### config.mk
export PLATFORM = sky130hd
export DESIGN_NAME = modular_inverse
export DESIGN_NICKNAME = d
export VERILOG_FILES = /design/src/rtl/mi_pkg.sv /design/src/rtl/mi_divstep.sv /design/src/rtl/modular_inverse.sv
export SDC_FILE = /design/constraint.sdc
export NUM_CORES = 1
export LEC_CHECK = 0
export BUFFER_PORTS_ARGS = -buffer_cell sky130_fd_sc_hd__buf_2
export CORE_MARGIN = 2
export CORE_UTILIZATION = 57
export CTS_CLUSTER_SIZE = 8
export DETAILED_ROUTE_END_ITERATION = 16
export GPL_ROUTABILITY_DRIVEN = 0
export PLACE_DENSITY = 0.87
export SYNTH_ARGS = -nofsm -noshare
export SYNTH_HDL_FRONTEND = slang
export SYNTH_SLANG_ARGS = --single-unit
### constraint.sdc
create_clock -name clk -period 4.8 [get_ports clk]
set_input_delay 0.24 -clock clk [delete_from_list [all_inputs] [get_ports clk]]
set_output_delay 0.24 -clock clk [all_outputs]
set_load 0.01 [all_outputs]
### src/rtl/mi_pkg.sv
// Package with the shared word width default for the modular inverse block.
package mi_pkg;

	localparam int DEF_WORD_BITS = 31;

endpackage

### src/rtl/mi_divstep.sv
// Shared restoring divider that also builds the product of the quotient and a coefficient.
module mi_divstep #(
	parameter int WORD_BITS = mi_pkg::DEF_WORD_BITS
) (
	input  logic                        clk,
	input  logic                        arst_n,
	input  logic                        go,
	input  logic [WORD_BITS-1:0]        dividend,
	input  logic [WORD_BITS-1:0]        divisor,
	input  logic signed [WORD_BITS+1:0] coef,
	output logic                        done,
	output logic [WORD_BITS-1:0]        remainder,
	output logic signed [WORD_BITS+1:0] product
);

	localparam int CW = $clog2(WORD_BITS);
	localparam logic [CW-1:0] LAST_CNT = CW'(WORD_BITS - 1);

	logic                        run_q;
	logic                        done_q;
	logic [CW-1:0]               cnt_q;
	logic [WORD_BITS-1:0]        dvd_q;
	logic [WORD_BITS-1:0]        dsr_q;
	logic [WORD_BITS-1:0]        rem_q;
	logic signed [WORD_BITS+1:0] coef_q;
	logic signed [WORD_BITS+1:0] prod_q;

	logic [WORD_BITS:0]          rem_sh;
	logic [WORD_BITS:0]          diff;
	logic                        ge;
	logic [WORD_BITS-1:0]        rem_nxt;
	logic signed [WORD_BITS+1:0] prod_nxt;

	// One quotient bit per cycle, most significant first; the product is
	// accumulated in the same Horner order as the quotient bits appear.
	always_comb begin
		rem_sh   = {rem_q, dvd_q[WORD_BITS-1]};
		diff     = rem_sh - {1'b0, dsr_q};
		ge       = ~diff[WORD_BITS];
		rem_nxt  = ge ? diff[WORD_BITS-1:0] : rem_sh[WORD_BITS-1:0];
		prod_nxt = (prod_q <<< 1) + (ge ? coef_q : '0);
	end

	always_ff @(posedge clk or negedge arst_n) begin
		if (!arst_n) begin
			run_q  <= 1'b0;
			done_q <= 1'b0;
			cnt_q  <= '0;
		end else begin
			done_q <= 1'b0;
			if (go) begin
				run_q <= 1'b1;
				cnt_q <= LAST_CNT;
			end else if (run_q) begin
				cnt_q <= cnt_q - 1'b1;
				if (cnt_q == '0) begin
					run_q  <= 1'b0;
					done_q <= 1'b1;
				end
			end
		end
	end

	always_ff @(posedge clk) begin
		if (go) begin
			dvd_q  <= dividend;
			dsr_q  <= divisor;
			coef_q <= coef;
			rem_q  <= '0;
			prod_q <= '0;
		end else if (run_q) begin
			dvd_q  <= {dvd_q[WORD_BITS-2:0], 1'b0};
			rem_q  <= rem_nxt;
			prod_q <= prod_nxt;
		end
	end

	assign done      = done_q;
	assign remainder = rem_q;
	assign product   = prod_q;

endmodule

### src/rtl/modular_inverse.sv
// Top level of the modular inverse block: extended Euclid sequencer and final reduction.
//
//  channel  | handshake           | fields
//  ---------+---------------------+------------------
//  input    | start, busy         | value, modulus
//  result   | done (one cycle)    | inverse, exists
//
// Each Euclid round issues the shared divider from CHECK, waits in DIV for its
// done and moves the working registers in UPDATE; FIX1 and FIX2 then reduce the
// result, and a pair of 31-bit words needs at most about 46 rounds.
// busy rises after the accepted start beat and is low again in the result beat. The result
// is shown for one cycle with done high and cannot be stalled. Reset returns the
// sequencer to idle.
module modular_inverse #(
	parameter int WORD_BITS = mi_pkg::DEF_WORD_BITS
) (
	input  logic                 clk,
	input  logic                 arst_n,
	input  logic                 start,
	output logic                 busy,
	input  logic [WORD_BITS-1:0] value,
	input  logic [WORD_BITS-1:0] modulus,
	output logic                 done,
	output logic [WORD_BITS-1:0] inverse,
	output logic                 exists
);

	typedef enum logic [2:0] {
		ST_IDLE,
		ST_CHECK,
		ST_DIV,
		ST_UPDATE,
		ST_FIX1,
		ST_FIX2
	} state_t;

	state_t                      state_q;
	logic                        done_q;
	logic                        exists_q;
	logic [WORD_BITS-1:0]        inverse_q;
	logic                        go_q;
	logic [WORD_BITS-1:0]        m_q;
	logic [WORD_BITS-1:0]        r_prev_q;
	logic [WORD_BITS-1:0]        r_cur_q;
	logic signed [WORD_BITS+1:0] s_prev_q;
	logic signed [WORD_BITS+1:0] s_cur_q;

	logic                        div_done;
	logic [WORD_BITS-1:0]        div_rem;
	logic signed [WORD_BITS+1:0] div_prod;
	logic signed [WORD_BITS+1:0] m_ext;

	assign m_ext = signed'({2'b00, m_q});

	mi_divstep #(
		.WORD_BITS(WORD_BITS)
	) u_divstep (
		.clk      (clk),
		.arst_n   (arst_n),
		.go       (go_q),
		.dividend (r_prev_q),
		.divisor  (r_cur_q),
		.coef     (s_cur_q),
		.done     (div_done),
		.remainder(div_rem),
		.product  (div_prod)
	);

	always_ff @(posedge clk or negedge arst_n) begin
		if (!arst_n) begin
			state_q   <= ST_IDLE;
			done_q    <= 1'b0;
			go_q      <= 1'b0;
			exists_q  <= 1'b0;
			inverse_q <= '0;
		end else begin
			done_q <= 1'b0;
			go_q   <= 1'b0;
			unique case (state_q)
				ST_IDLE: begin
					if (start) begin
						state_q <= ST_CHECK;
					end
				end
				ST_CHECK: begin
					if (r_cur_q == '0) begin
						state_q <= ST_FIX1;
					end else begin
						go_q    <= 1'b1;
						state_q <= ST_DIV;
					end
				end
				ST_DIV: begin
					if (div_done) begin
						state_q <= ST_UPDATE;
					end
				end
				ST_UPDATE: begin
					state_q <= ST_CHECK;
				end
				ST_FIX1: begin
					// The gcd is left in r_prev; a zero modulus never has an inverse.
					exists_q <= (m_q != '0) && (r_prev_q == WORD_BITS'(1));
					state_q  <= ST_FIX2;
				end
				ST_FIX2: begin
					done_q  <= 1'b1;
					state_q <= ST_IDLE;
					if (exists_q) begin
						if ($unsigned(s_prev_q) >= $unsigned(m_ext)) begin
							inverse_q <= WORD_BITS'(s_prev_q - m_ext);
						end else begin
							inverse_q <= s_prev_q[WORD_BITS-1:0];
						end
					end else begin
						inverse_q <= '0;
					end
				end
				default: begin
					state_q <= ST_IDLE;
				end
			endcase
		end
	end

	// Euclid working registers; the coefficient is brought into 0..m in FIX1
	// and then below m in FIX2.
	always_ff @(posedge clk) begin
		unique case (state_q)
			ST_IDLE: begin
				if (start) begin
					m_q      <= modulus;
					r_prev_q <= value;
					r_cur_q  <= modulus;
					s_prev_q <= (WORD_BITS+2)'(1);
					s_cur_q  <= '0;
				end
			end
			ST_UPDATE: begin
				r_prev_q <= r_cur_q;
				r_cur_q  <= div_rem;
				s_prev_q <= s_cur_q;
				s_cur_q  <= s_prev_q - div_prod;
			end
			ST_FIX1: begin
				if (s_prev_q < 0) begin
					s_prev_q <= s_prev_q + m_ext;
				end
			end
			default: begin
			end
		endcase
	end

	assign busy    = (state_q != ST_IDLE);
	assign done    = done_q;
	assign inverse = inverse_q;
	assign exists  = exists_q;

endmodule

Word-level counts from Yosys, hierarchy flattened
Cells that the tools add are included.
{ "word_totals": {"elab_cells": 78, "in_bits": 65, "output_inout_bits": 34, "register_bits": 362} }
{ "op_classes": {"n_addsub": 6, "eq_ne": 9, "n_lt_le_gt_ge": 2, "reduce_logical": 13, "muxes": 30} }
{ "ops": {"columns": ["operator", "n"], "rows": [
  ["$mux W31", 7],
  ["$mux W33", 4],
  ["$pmux W31 S2", 2],
  ["$pmux W33 S3", 1],
  ["$pmux W33 S2", 1],
  ["$add A33 B32 Y33", 1],
  ["$add A33 B33 Y33", 1],
  ["$ge A33 B31 Y1", 1],
  ["$lt A33 B1 Y1 const B", 1],
  ["$sub A33 B33 Y33", 1],
  ["$sub A32 B31 Y32", 1],
  ["$eq A31 B1 Y1 const B", 1],
  ["$logic_not A31 Y1", 1],
  ["$reduce_bool A31 Y1", 1],
  ["$sub A31 B31 Y31", 1],
  ["$pmux W3 S5", 1],
  ["$mux W5", 2],
  ["$mux W1", 9],
  ["$mux W3", 3],
  ["$eq A3 B2 Y1 const B", 2],
  ["$eq A3 B3 Y1 const B", 2],
  ["$reduce_and A2 Y1", 3],
  ["$reduce_bool A3 Y1", 2],
  ["$logic_not A5 Y1", 1],
  ["other kinds (8)", 10]
]} }

Logic depth before layout (Yosys ltp)
Gate-level depths: netlist (run 1).
{ "depth": {"word_depth": 4, "depth_mapped": 25, "depth_no_buf": 22} }

Hierarchy
A second synthesis (run 1) with hierarchy kept.
{ "hier_totals": {"hier_cells": 2349, "hier_area_um2": 22437.8} }
{ "modules_own_cells": {"columns": ["module", "instances", "area_per_inst_um2", "cells_per_inst", "seq_area_each_um2"], "rows": [
  ["modular_inverse", 1, 13060.0, 1428, 5700.5],
  ["mi_divstep", 1, 9377.7, 921, 4309.1]
]} }

Least setup slack after synthesis (run 1)
No wires, ideal clock.
{ "synth_path": {"path_type": "reg-to-reg", "start": "register u_divstep.rem_q[7], in the netlist u_divstep.remainder[7]", "end": "register u_divstep.prod_q[27], in the netlist u_divstep.product[27]", "slack_ns": -0.202, "t_required_ns": 4.659, "n_path_buf": 2, "synth_period_minus_slack_ns": 5.002, "path_stages_with_launch": 24, "arrival_ns": 4.860, "cell_sequence": "dfxtp_1 > ha_1 > a21oi_2 > nor2b_1 > o21ai_1 > a31oi_1 > o2111a_1 > o2111ai_1 > nand3_4 > buf_8 > clkbuf_2 > and2_1 > ha_1 > fa_1 > a21o_1 > a21o_1 > a211oi_2 > nor4_1 > o41ai_1 > a21boi_1 > o21ai_0 > and2_1 > xor2_1 > o22ai_1"} }
{ "synth_via": {"elab_chain_len": 3} }
{ "synth_lines": {"columns": ["element", "line_no", "source"], "rows": [
  ["start, declared", "mi_divstep.sv:24", "logic [WORD_BITS-1:0] rem_q;"],
  ["start signal, assigned", "mi_divstep.sv:73", "rem_q <= rem_nxt;"],
  ["$sub A32 B31 Y32", "mi_divstep.sv:38", "diff = rem_sh - {1'b0, dsr_q};"],
  ["$mux W33", "mi_divstep.sv:41", "prod_nxt = (prod_q <<< 1) + (ge ? coef_q : '0);"],
  ["$add A33 B33 Y33", "mi_divstep.sv:41", null],
  ["end signal, assigned", "mi_divstep.sv:74", "prod_q <= prod_nxt;"],
  ["end, declared", "mi_divstep.sv:26", "logic signed [WORD_BITS+1:0] prod_q;"]
]} }
No other way between the ends.
A chain may end at the register's enable or synchronous reset.

Worst setup path in the final report (run 1)
{ "layout_path": {"start": "register u_divstep.dvd_q[30]", "end": "register u_divstep.prod_q[32], in the netlist u_divstep.product[32]"} }
{ "layout_via": {"elab_chain_len": 3} }
{ "layout_lines": {"columns": ["element", "line_no", "source"], "rows": [
  ["start, declared", "mi_divstep.sv:22", "logic [WORD_BITS-1:0] dvd_q;"],
  ["start signal, assigned", "mi_divstep.sv:66", "dvd_q <= dividend;"],
  ["start signal, assigned", "mi_divstep.sv:72", "dvd_q <= {dvd_q[WORD_BITS-2:0], 1'b0};"],
  ["$sub A32 B31 Y32", "mi_divstep.sv:38", null],
  ["$mux W33", "mi_divstep.sv:41", null],
  ["$add A33 B33 Y33", "mi_divstep.sv:41", null]
]} }
No other way between the ends.

==> flow_metrics.env, run 1 <==
export IMPL_status="finished with violations"
export IMPL_violations="negative setup slack"
export IMPL_async_flop_share=0.1215
export IMPL_fin_tns_setup_ns=-0.7330
export IMPL_synth_top_area_frac=0.3444
export IMPL_route_detailed_drc=0
export IMPL_synth_cell_types=91
export IMPL_crit_start="u_divstep.dvd_q[30]"
export IMPL_drive_gt1_frac=0.1420
export IMPL_ys_ff_latch=362
export IMPL_initial_core_util=0.5757
export IMPL_grt_start_max_net_pins=100
export IMPL_cts_tree="yes"
export IMPL_skew_ns=0.04736
export IMPL_rows=72
export IMPL_maxCapViolations=0
export IMPL_area_growth_pct=17.65
export IMPL_drt_iter0_markers=2008
export IMPL_rsz0062_at_grt="yes"
export IMPL_criticalPathCategory="reg -> reg"
export IMPL_wl_per_cell_um=20.74
export IMPL_fp_dieW_um=201.1
export IMPL_slowest_stage="or4_4"
export IMPL_maxSlewViolCount=0
export IMPL_yosys_most_used_dff="edfxtp_1"
export IMPL_cp_start_kind="flip-flop"
export IMPL_drt_pass1_iterations=9
export IMPL_slew_headroom=0.2100
export IMPL_grt_overflow_total=0
export IMPL_required_ns=5.29
export IMPL_yosysMostFrequentCell="nand2_1"
export IMPL_worstReg2RegStart="u_divstep.dvd_q[30]"
export IMPL_worstMarginPinSlew_ns=1.184
export IMPL_placed_cells=2877
export IMPL_worstSetupEndpointType="flip-flop"
export IMPL_clockBufferDepth=3
export IMPL_yosys_area_top_type="edfxtp_1"
export IMPL_synth_area_um2=22140
export IMPL_cts_root_buf="clkbuf_16"
export IMPL_synth_common_cells="nand2_1 (333), edfxtp_1 (254), nor2_1 (165), ha_1 (158), inv_1 (155)"
export IMPL_yosys_warnings=0
export IMPL_wl_um=63470
export IMPL_grt_antenna_before_repair=1
export IMPL_synthTopCellsByArea="edfxtp_1 (34%), ha_1 (8.9%), dfxtp_1 (5.8%), nand2_1 (5.6%), dfrtp_1 (5.0%)"
export IMPL_path_cells="inv_1, ha_1, nand2b_4, a21oi_2, o211ai_2, a31oi_2, o2111a_2, or4_4, nand3_4, buf_6, and2_4, ha_4, o211ai_1, o211ai_1, a211oi_2, buf_4, o21ai_4, a221oi_4, a21o_1, buf_6, a311oi_4, and3_4, nor4_2"
export IMPL_viasPerCell=6.133
export IMPL_h_tree_depth=2
export IMPL_hold_path_class="in -> async"
export IMPL_synth_edf_count=254
export IMPL_grt_pass1_vias=18740
export IMPL_core_area_um2=38470
export IMPL_cts_sinks=362
export IMPL_power_density_nw_per_um2=262.6
export IMPL_dp_hpwl_um=42730
export IMPL_placedInstanceArea_um2=23410
export IMPL_ir_worst_vdd_mv=0.2934
export IMPL_antenna_cells=0
export IMPL_fin_crit_ns=5.023
export IMPL_clk_pin_slew_worst_paths_ns=0.06
export IMPL_clock_fmax_mhz=199.1
export IMPL_seq_area_frac_synth=0.4520
export IMPL_synth_nets=2515
export IMPL_final_nets=2729
export IMPL_worstPathArrival_ns=5.52
export IMPL_crit_path_max_fanout=6
export IMPL_stdcell_count=3060
export IMPL_fp_dieArea_um2=40440
export IMPL_setup_slack_ns=-0.2234
export IMPL_ant_nets=0
export IMPL_grt_pass1_wl_um=99100
export IMPL_vias=18770
export IMPL_p_leak_nw=11.06
export IMPL_finalCritPeriodShare=1.047
export IMPL_finalSetupViolations=9
export IMPL_grt_usage=0.3094
export IMPL_hold_ws_ns=0.2615
export IMPL_synthCells=2287
export IMPL_cts_buffers=51
export IMPL_design_area_um2=26050
export IMPL_final_hold_viol_count=0
export IMPL_clkLatencyLatePin_ns=0.62
export IMPL_io_buffers=98
export IMPL_critPathMaxStageDelay_ns=0.51
export IMPL_ios=99
export IMPL_die_y_um=201.1
export IMPL_syn_avg_cell_area_um2=9.683
## repair_timing
action	in CTS	in global routing
pin swaps	33	32
endpoints found under the hold margin	136	0
buffers inserted	21	3
resized for setup	25	39
cloned	1	0
hold buffers	64	0
endpoints found under the setup margin	15	18
## registers in the layout, summed over array words and instances (netlist names), 33 cells and up
signal	cells
s_prev_q	33
u_divstep.product	33
s_cur_q	33
u_divstep.coef_q	33
## final cells by class
class	instances	area (um^2)
inverter	156	585.6
clock buffer	90	1423
multi-input combinational	1679	11470
sequential	362	10020
tap	518	648.1
fill	2650	12410
timing repair buffer	251	1824
clock inverter	4	83.83
## logic make-up (layout without fill, tap and decap cells)
group	after synthesis	count (layout)	synth area share
AND/OR/NAND/NOR	760	760	0.1579
adder cells (fa/ha/maj)	163	163	0.09379
flip-flops	362	362	0.4520
XOR/XNOR	135	135	0.05339
AO/OA/AOI/OAI	529	529	0.1545
multiplexers	92	92	0.04334
buffers and inverters	246	501	0.04503
## power breakdown
part | switching [mW] | internal (mW)
clock | 1.40 | 2.00
combinational | 0.0559 | 0.0629
sequential | 0 | 3.32
## critical path, delay by kind of cell (launching register included)
family	cells	cell delay [ns]
AOI/OAI and AO/OA	11	2.09
and+or+nand+nor	6	1.45
buffers and inverters	4	0.52
adders and majority gates	2	0.44
DFF	1	0.39
## layout by cell type, fill, tap and decap left out, types with 33 or more instances in the layout
master / count
o21ai_0: 137
buf_2: 99
a21oi_1: 124
buf_4: 84
inv_1: 152
nand2_1: 329
xnor2_1: 102
mux2i_1: 61
nor2_1: 164
dfrtp_1: 42
clkbuf_1: 39
edfxtp_1: 254
xor2_1: 33
and2_1: 39
nor3_1: 38
ha_1: 147
dlygate4sd3_1: 64
dfxtp_1: 64
a21o_1: 46
clkbuf_16: 51
## worst paths after layout
path | end | slack, ns | cells after the start
hold reg to reg | u_divstep.coef_q[1] | 0.46 | 0
setup / recovery | u_divstep.product[32] | -0.22 | 23
min in group clk | m_q[27] | 0.38 | 2
max in group asynchronous | u_divstep.run_q | 3.96 | 3
setup reg to reg | u_divstep.product[32] | -0.22 | 23
hold / removal | inverse[4] | 0.26 | 3
## metal layers
layer | vias up | global-route usage | routed length [um]
li1 | 8562 | - | -
met2 | 1133 | 0.5156 | 30030
met5 | - | 0 | 9
met1 | 8842 | 0.3829 | 23680
met3 | 228 | 0.05102 | 6110
met4 | 2 | 0.1765 | 3640
## stage by stage
| step | total power, mW | setup WS [ns] | util |
|---|---|---|---|
| floorplan | 3.403 | 0.02293 | - |
| global placement | 3.454 | -0.1847 | 0.6086 |
| detailed placement | 3.456 | -0.2987 | 0.6086 |
| CTS | 6.852 | -0.02973 | 0.6724 |
| global route | 6.993 | -0.4167 | 0.6773 |
| finish | 6.841 | -0.2234 | 0.6773 |
(Power assumes the default switching activity.)
==> inputs of run 2 (changes only) <==
RECOVER_POWER = 25   (was unset)
REMOVE_ABC_BUFFERS = 1   (was unset)
==> run 2 against run 1 <==
Effect of this change: the run ends with max-capacitance violations, max-slew violations, negative setup slack left; final cell count increased by 0.82%; clock power about the same; core utilization increased by 0.25 points; sequential share of layout area decreased by 0.14 points; worst hold slack got worse by 0.24 ns; sequential power about the same; critical endpoint unchanged.
==> flow_metrics.env, run 2 (synthesized netlist as in run 1, its figures left out) <==
export IMPL_design_area_um2=26150
export IMPL_grt_pass1_wl_um=98680
export IMPL_final_nets=2752
export IMPL_worstSetupEndpointType="flip-flop"
export IMPL_fin_crit_ns=5.164
export IMPL_route_detailed_drc=0
export IMPL_final_cell_mix="nand2_1 (331), edfxtp_1 (254), nor2_1 (164)"
export IMPL_initial_core_util=0.5757
export IMPL_worstMarginPinSlew_ns=2.796
export IMPL_clockBufferDepth=3
export IMPL_drt_iter0_markers=2292
export IMPL_viasPerCell=6.179
export IMPL_clkLatencyLatePin_ns=0.59
export IMPL_grt_start_max_net_pins=100
export IMPL_reg2reg_to="u_divstep.product[32]"
export IMPL_wl_um=62800
export IMPL_wl_met2_um=29620
export IMPL_cts_tree="yes"
export IMPL_stdcell_count=3085
export IMPL_ant_nets=0
export IMPL_rsz0062_at_grt="yes"
export IMPL_clock_fmax_mhz=193.7
export IMPL_cp_start_kind="flip-flop"
export IMPL_hold_path_class="in -> reg"
export IMPL_clk_pin_slew_worst_paths_ns=0.05
export IMPL_setup_slack_ns=-0.3637
export IMPL_status="finished with violations"
export IMPL_finalCritPeriodShare=1.076
export IMPL_wl_per_cell_um=20.36
export IMPL_wl_met1_um=24140
export IMPL_core_area_um2=38470
export IMPL_crit_path_max_fanout=6
export IMPL_worstReg2RegStart="u_divstep.dsr_q[1]"
export IMPL_area_growth_pct=18.09
export IMPL_drt_pass1_iterations=7
export IMPL_min_from="value[24]"
export IMPL_criticalPathCategory="reg -> reg"
export IMPL_io_buffers=98
export IMPL_violations="max-capacitance violations, max-slew violations, negative setup slack"
export IMPL_dp_hpwl_um=41910
export IMPL_finalSetupViolations=15
export IMPL_fp_dieArea_um2=40440
export IMPL_grt_antenna_before_repair=0
export IMPL_grt_overflow_total=0
export IMPL_highest_layer="met4"
export IMPL_cts_root_buf="clkbuf_16"
export IMPL_placedInstanceArea_um2=23650
export IMPL_rows=72
export IMPL_die_y_um=201.1
export IMPL_placed_cells=2908
export IMPL_power_density_nw_per_um2=260.5
export IMPL_worstHoldEndpoint="r_prev_q[24]"
export IMPL_ios=99
export IMPL_maxCapViolations=1
export IMPL_drive_gt1_frac=0.1274
export IMPL_antenna_cells=0
export IMPL_required_ns=5.21
export IMPL_grt_pass1_vias=18820
export IMPL_slew_headroom=-0.8639
export IMPL_final_common_cell="nand2_1"
export IMPL_final_hold_viol_count=0
export IMPL_fp_dieW_um=201.1
export IMPL_grt_usage=0.3037
export IMPL_vias=19060
export IMPL_h_tree_depth=2
export IMPL_rrSetupSlack_ns=-0.36
export IMPL_dr_wl_met3_um=5149
export IMPL_p_leak_nw=11.00
export IMPL_cts_sinks=362
export IMPL_reg2reg_depth=23
export IMPL_skew_ns=0.02609
export IMPL_ir_worst_vdd_mv=0.2969
export IMPL_min_path_cells=3
export IMPL_worstPathArrival_ns=5.58
export IMPL_cts_buffers=51
export IMPL_maxSlewViolCount=45
[run 2: cell types whose count changed in the layout (fill, tap and decap cells not counted), moves of 3 or more]
cell / change
clkbuf_1: +60
buf_2: -58
buf_4: +22
buf_6: +3
[run 2: per-layer routing]
layer	up-vias	GRT usage
met2	1094	0.5033
li1	8613	-
met4	0	0.1807
met1	9101	0.3784
met5	-	0
met3	254	0.04535
[run 2: stage by stage]
stage / worst slack (ns) / hold WS (ns) / util / power (mW) / TNS [ns]
after floorplan: -0.7285 / -0.05559 / - / 3.403 / -64.17
after global placement: -0.3930 / 0.3802 / 0.6148 / 3.453 / -2.004
after detailed placement: -0.4226 / 0.3923 / 0.6148 / 3.454 / -3.181
after CTS: -0.07527 / 0.01739 / 0.6761 / 6.809 / -0.07759
after global routing: -0.4516 / 0.02633 / 0.6798 / 6.969 / -4.551
final: -0.3637 / 0.01835 / 0.6798 / 6.812 / -2.547
[run 2: how the worst max path moves through the flow]
stage                             from               endpoint  slack [ns]  depth (start not counted)
detailed placement  u_divstep.dsr_q[6]  u_divstep.product[27]       -0.42                         24
global placement    u_divstep.dsr_q[4]  u_divstep.product[27]       -0.39                         24
global route        u_divstep.dsr_q[2]  u_divstep.product[32]       -0.45                         24
CTS                 u_divstep.dsr_q[4]  u_divstep.product[32]       -0.08                         23
floorplan                       m_q[1]            inverse[15]       -0.73                         11
finish              u_divstep.dsr_q[1]  u_divstep.product[32]       -0.36                         23
[run 2: critical path: stages (launching register included)]
cell and delay, ns:
edfxtp_1 0.35, inv_1 0.07, ha_1 0.22, nor2_1 0.26
a21oi_2 0.14, o211ai_2 0.21, a31oi_4 0.14, o2111a_2 0.32
or4_4 0.45, nand3_4 0.14, buf_6 0.12, buf_6 0.11
and2_1 0.14, ha_1 0.26, a21oi_1 0.21, o21ai_0 0.18
a211oi_2 0.35, o21ai_1 0.16, a221oi_2 0.37, a21o_1 0.20
nor3_1 0.07, a311oi_2 0.29, and3_1 0.19, nor4_1 0.05
[run 2: what timing repair did]
action,in CTS,in global routing
setup buffers,13,6
setup endpoints to repair,16,18
hold buffers,62,0
hold endpoints to repair,120,0
gates resized for setup,29,38
pin swaps,31,20
[run 2: power by group]
group	internal (mW)	total (mW)	switching (mW)
clock network	2.02	3.38	1.35
registers	3.32	3.32	0
logic	0.0578	0.113	0.0554
[run 2: cell type report]
class                      instances  area (um^2)
inverter                         156        585.6
multi-input combinational       1679        11480
clock buffer                      93         1455
tap                              518        648.1
fill                            2593        12320
sequential                       362        10020
clock inverter                     3        32.53
timing repair buffer             274         1936
==> inputs of run 3 (changes only) <==
CORE_MARGIN = unset   (was 2)
==> run 3 against run 2 <==
Effect of this change: combinational power about the same; clock-buffer cell count unchanged; first-iteration DRC count increased by 8.1%; sequential share of layout area decreased by 0.18 points; via count increased by 0.79%; largest power group unchanged; core utilization increased by 1.3 points; sequential power about the same; the flow still finishes with violations (max-capacitance violations, max-slew violations, negative setup slack); critical path type unchanged; critical path depth increased by 1.
==> flow_metrics.env, run 3 (synthesized netlist as in run 1, its figures left out) <==
export IMPL_wl_um=64250
export IMPL_min_from="modulus[1]"
export IMPL_clockBufferDepth=3
export IMPL_worstPathArrival_ns=5.43
export IMPL_hold_path_class="in -> reg"
export IMPL_viasPerCell=6.226
export IMPL_cts_sinks=362
export IMPL_clock_fmax_mhz=198.4
export IMPL_rows=71
export IMPL_path_cells="inv_2, ha_4, o211ai_1, a21oi_2, o211ai_2, a31oi_2, o2111a_2, or4_4, nand3_4, buf_8, and2_4, ha_4, buf_4, a21o_1, a21o_1, a211oi_4, nor4_4, o41ai_4, buf_4, a21boi_4, o21ai_2, a31oi_1, xnor2_1, o22ai_1"
export IMPL_clk_pin_slew_worst_paths_ns=0.05
export IMPL_grt_pass1_wl_um=99340
export IMPL_wl_per_cell_um=20.82
export IMPL_die_y_um=199.1
export IMPL_vias=19210
export IMPL_cts_buffers=51
export IMPL_fin_tns_setup_ns=-2.073
export IMPL_final_hold_viol_count=0
export IMPL_finalSetupViolations=15
export IMPL_stdcell_count=3086
export IMPL_power_total_mw=6.800
export IMPL_clkLatencyLatePin_ns=0.58
export IMPL_fp_dieArea_um2=39640
export IMPL_power_density_nw_per_um2=258.8
export IMPL_ir_worst_vdd_mv=0.2935
export IMPL_rsz0062_at_grt="yes"
export IMPL_slew_headroom=-0.8976
export IMPL_crit_path_max_fanout=7
export IMPL_initial_core_util=0.5838
export IMPL_critPathMaxStageDelay_ns=0.45
export IMPL_drt_pass1_iterations=9
export IMPL_maxCapViolations=1
export IMPL_cts_root_buf="clkbuf_16"
export IMPL_worstReg2RegStart="u_divstep.dsr_q[2]"
export IMPL_final_cell_mix="nand2_1 (331), edfxtp_1 (254), nor2_1 (164)"
export IMPL_path_delay_family="compound AO/OA/AOI/OAI gates"
export IMPL_h_tree_depth=2
export IMPL_drt_iter0_markers=2477
export IMPL_final_nets=2761
export IMPL_ios=99
export IMPL_violations="max-capacitance violations, max-slew violations, negative setup slack"
export IMPL_finalCritPeriodShare=1.050
export IMPL_design_area_um2=26270
export IMPL_hold_ws_ns=0.4134
export IMPL_status="finished with violations"
export IMPL_cts_tree="yes"
export IMPL_post_route_util=0.6926
export IMPL_grt_usage=0.3230
export IMPL_drive_gt1_frac=0.1332
export IMPL_fin_crit_ns=5.041
export IMPL_fp_dieW_um=199.1
export IMPL_core_area_um2=37930
export IMPL_placed_cells=2900
export IMPL_setup_slack_ns=-0.2409
export IMPL_skew_ns=0.01919
export IMPL_place_ws_ns=-0.6722
export IMPL_grt_antenna_before_repair=1
export IMPL_maxSlewViolCount=45
export IMPL_worstMarginPinSlew_ns=2.846
export IMPL_antenna_cells=0
export IMPL_crit_start="u_divstep.dsr_q[2]"
export IMPL_cp_start_kind="flip-flop"
export IMPL_p_leak_nw=11.13
export IMPL_grt_pass1_vias=19160
export IMPL_area_growth_pct=18.64
export IMPL_placedInstanceArea_um2=23630
export IMPL_dp_hpwl_um=41960
export IMPL_grt_start_max_net_pins=100
export IMPL_ant_nets=0
export IMPL_grt_overflow_total=0
export IMPL_slowest_stage="or4_4"
export IMPL_worstSetupEndpointType="flip-flop"
export IMPL_criticalPathCategory="reg -> reg"
export IMPL_io_buffers=98
export IMPL_crit_buf_inv=4
export IMPL_nFillCells=2520
export IMPL_route_detailed_drc=0
export IMPL_final_common_cell="nand2_1"
export IMPL_required_ns=5.19
-- run 3: layout make-up --
cell class	count	area [um^2]	share of cell area
inverters	156	585.6	0.02229
multi-input cells	1679	11490	0.4372
flip-flops and latches	362	10020	0.3813
well taps	511	639.4	0.02434
clock inverters	2	32.53	0.001238
clock buffers	93	1454	0.05534
repair buffers	283	2057	0.07829
-- run 3: per-layer routing --
metal,share of wire,up-vias,routed length (um),track usage
met4,0.056,2,3627,0.1866
li1,-,8636,-,-
met5,0.00012,-,8,0
met3,0.096,301,6147,0.04810
met2,0.48,1254,30680,0.5443
met1,0.37,9020,23780,0.3950
-- run 3: path summary, 6_finish.rpt --
check                                         to  slack (ns)  cells past startpoint
setup / recovery           u_divstep.product[29]       -0.24                     24
hold / removal                            m_q[1]        0.41                      2
setup reg to reg           u_divstep.product[29]       -0.24                     24
hold reg to reg              u_divstep.coef_q[4]        0.47                      0
max in group asynchronous        u_divstep.run_q        1.55                      3
min in group asynchronous             inverse[2]        1.22                      3
-- run 3: timing repair --
| action | 4_1_cts | 5_1_grt |
|---|---|---|
| pin swaps | 35 | 28 |
| hold endpoints to repair | 121 | 0 |
| buffers inserted | 21 | 9 |
| hold buffers | 64 | 0 |
| setup endpoints to repair | 17 | 19 |
| resized for setup | 36 | 33 |
| gates cloned | 1 | 0 |
-- run 3: where the power goes --
group | switching, mW | internal (mW)
clock network | 1.34 | 2.02
logic | 0.0563 | 0.0591
registers | 0 | 3.32
total | 1.40 | 5.40
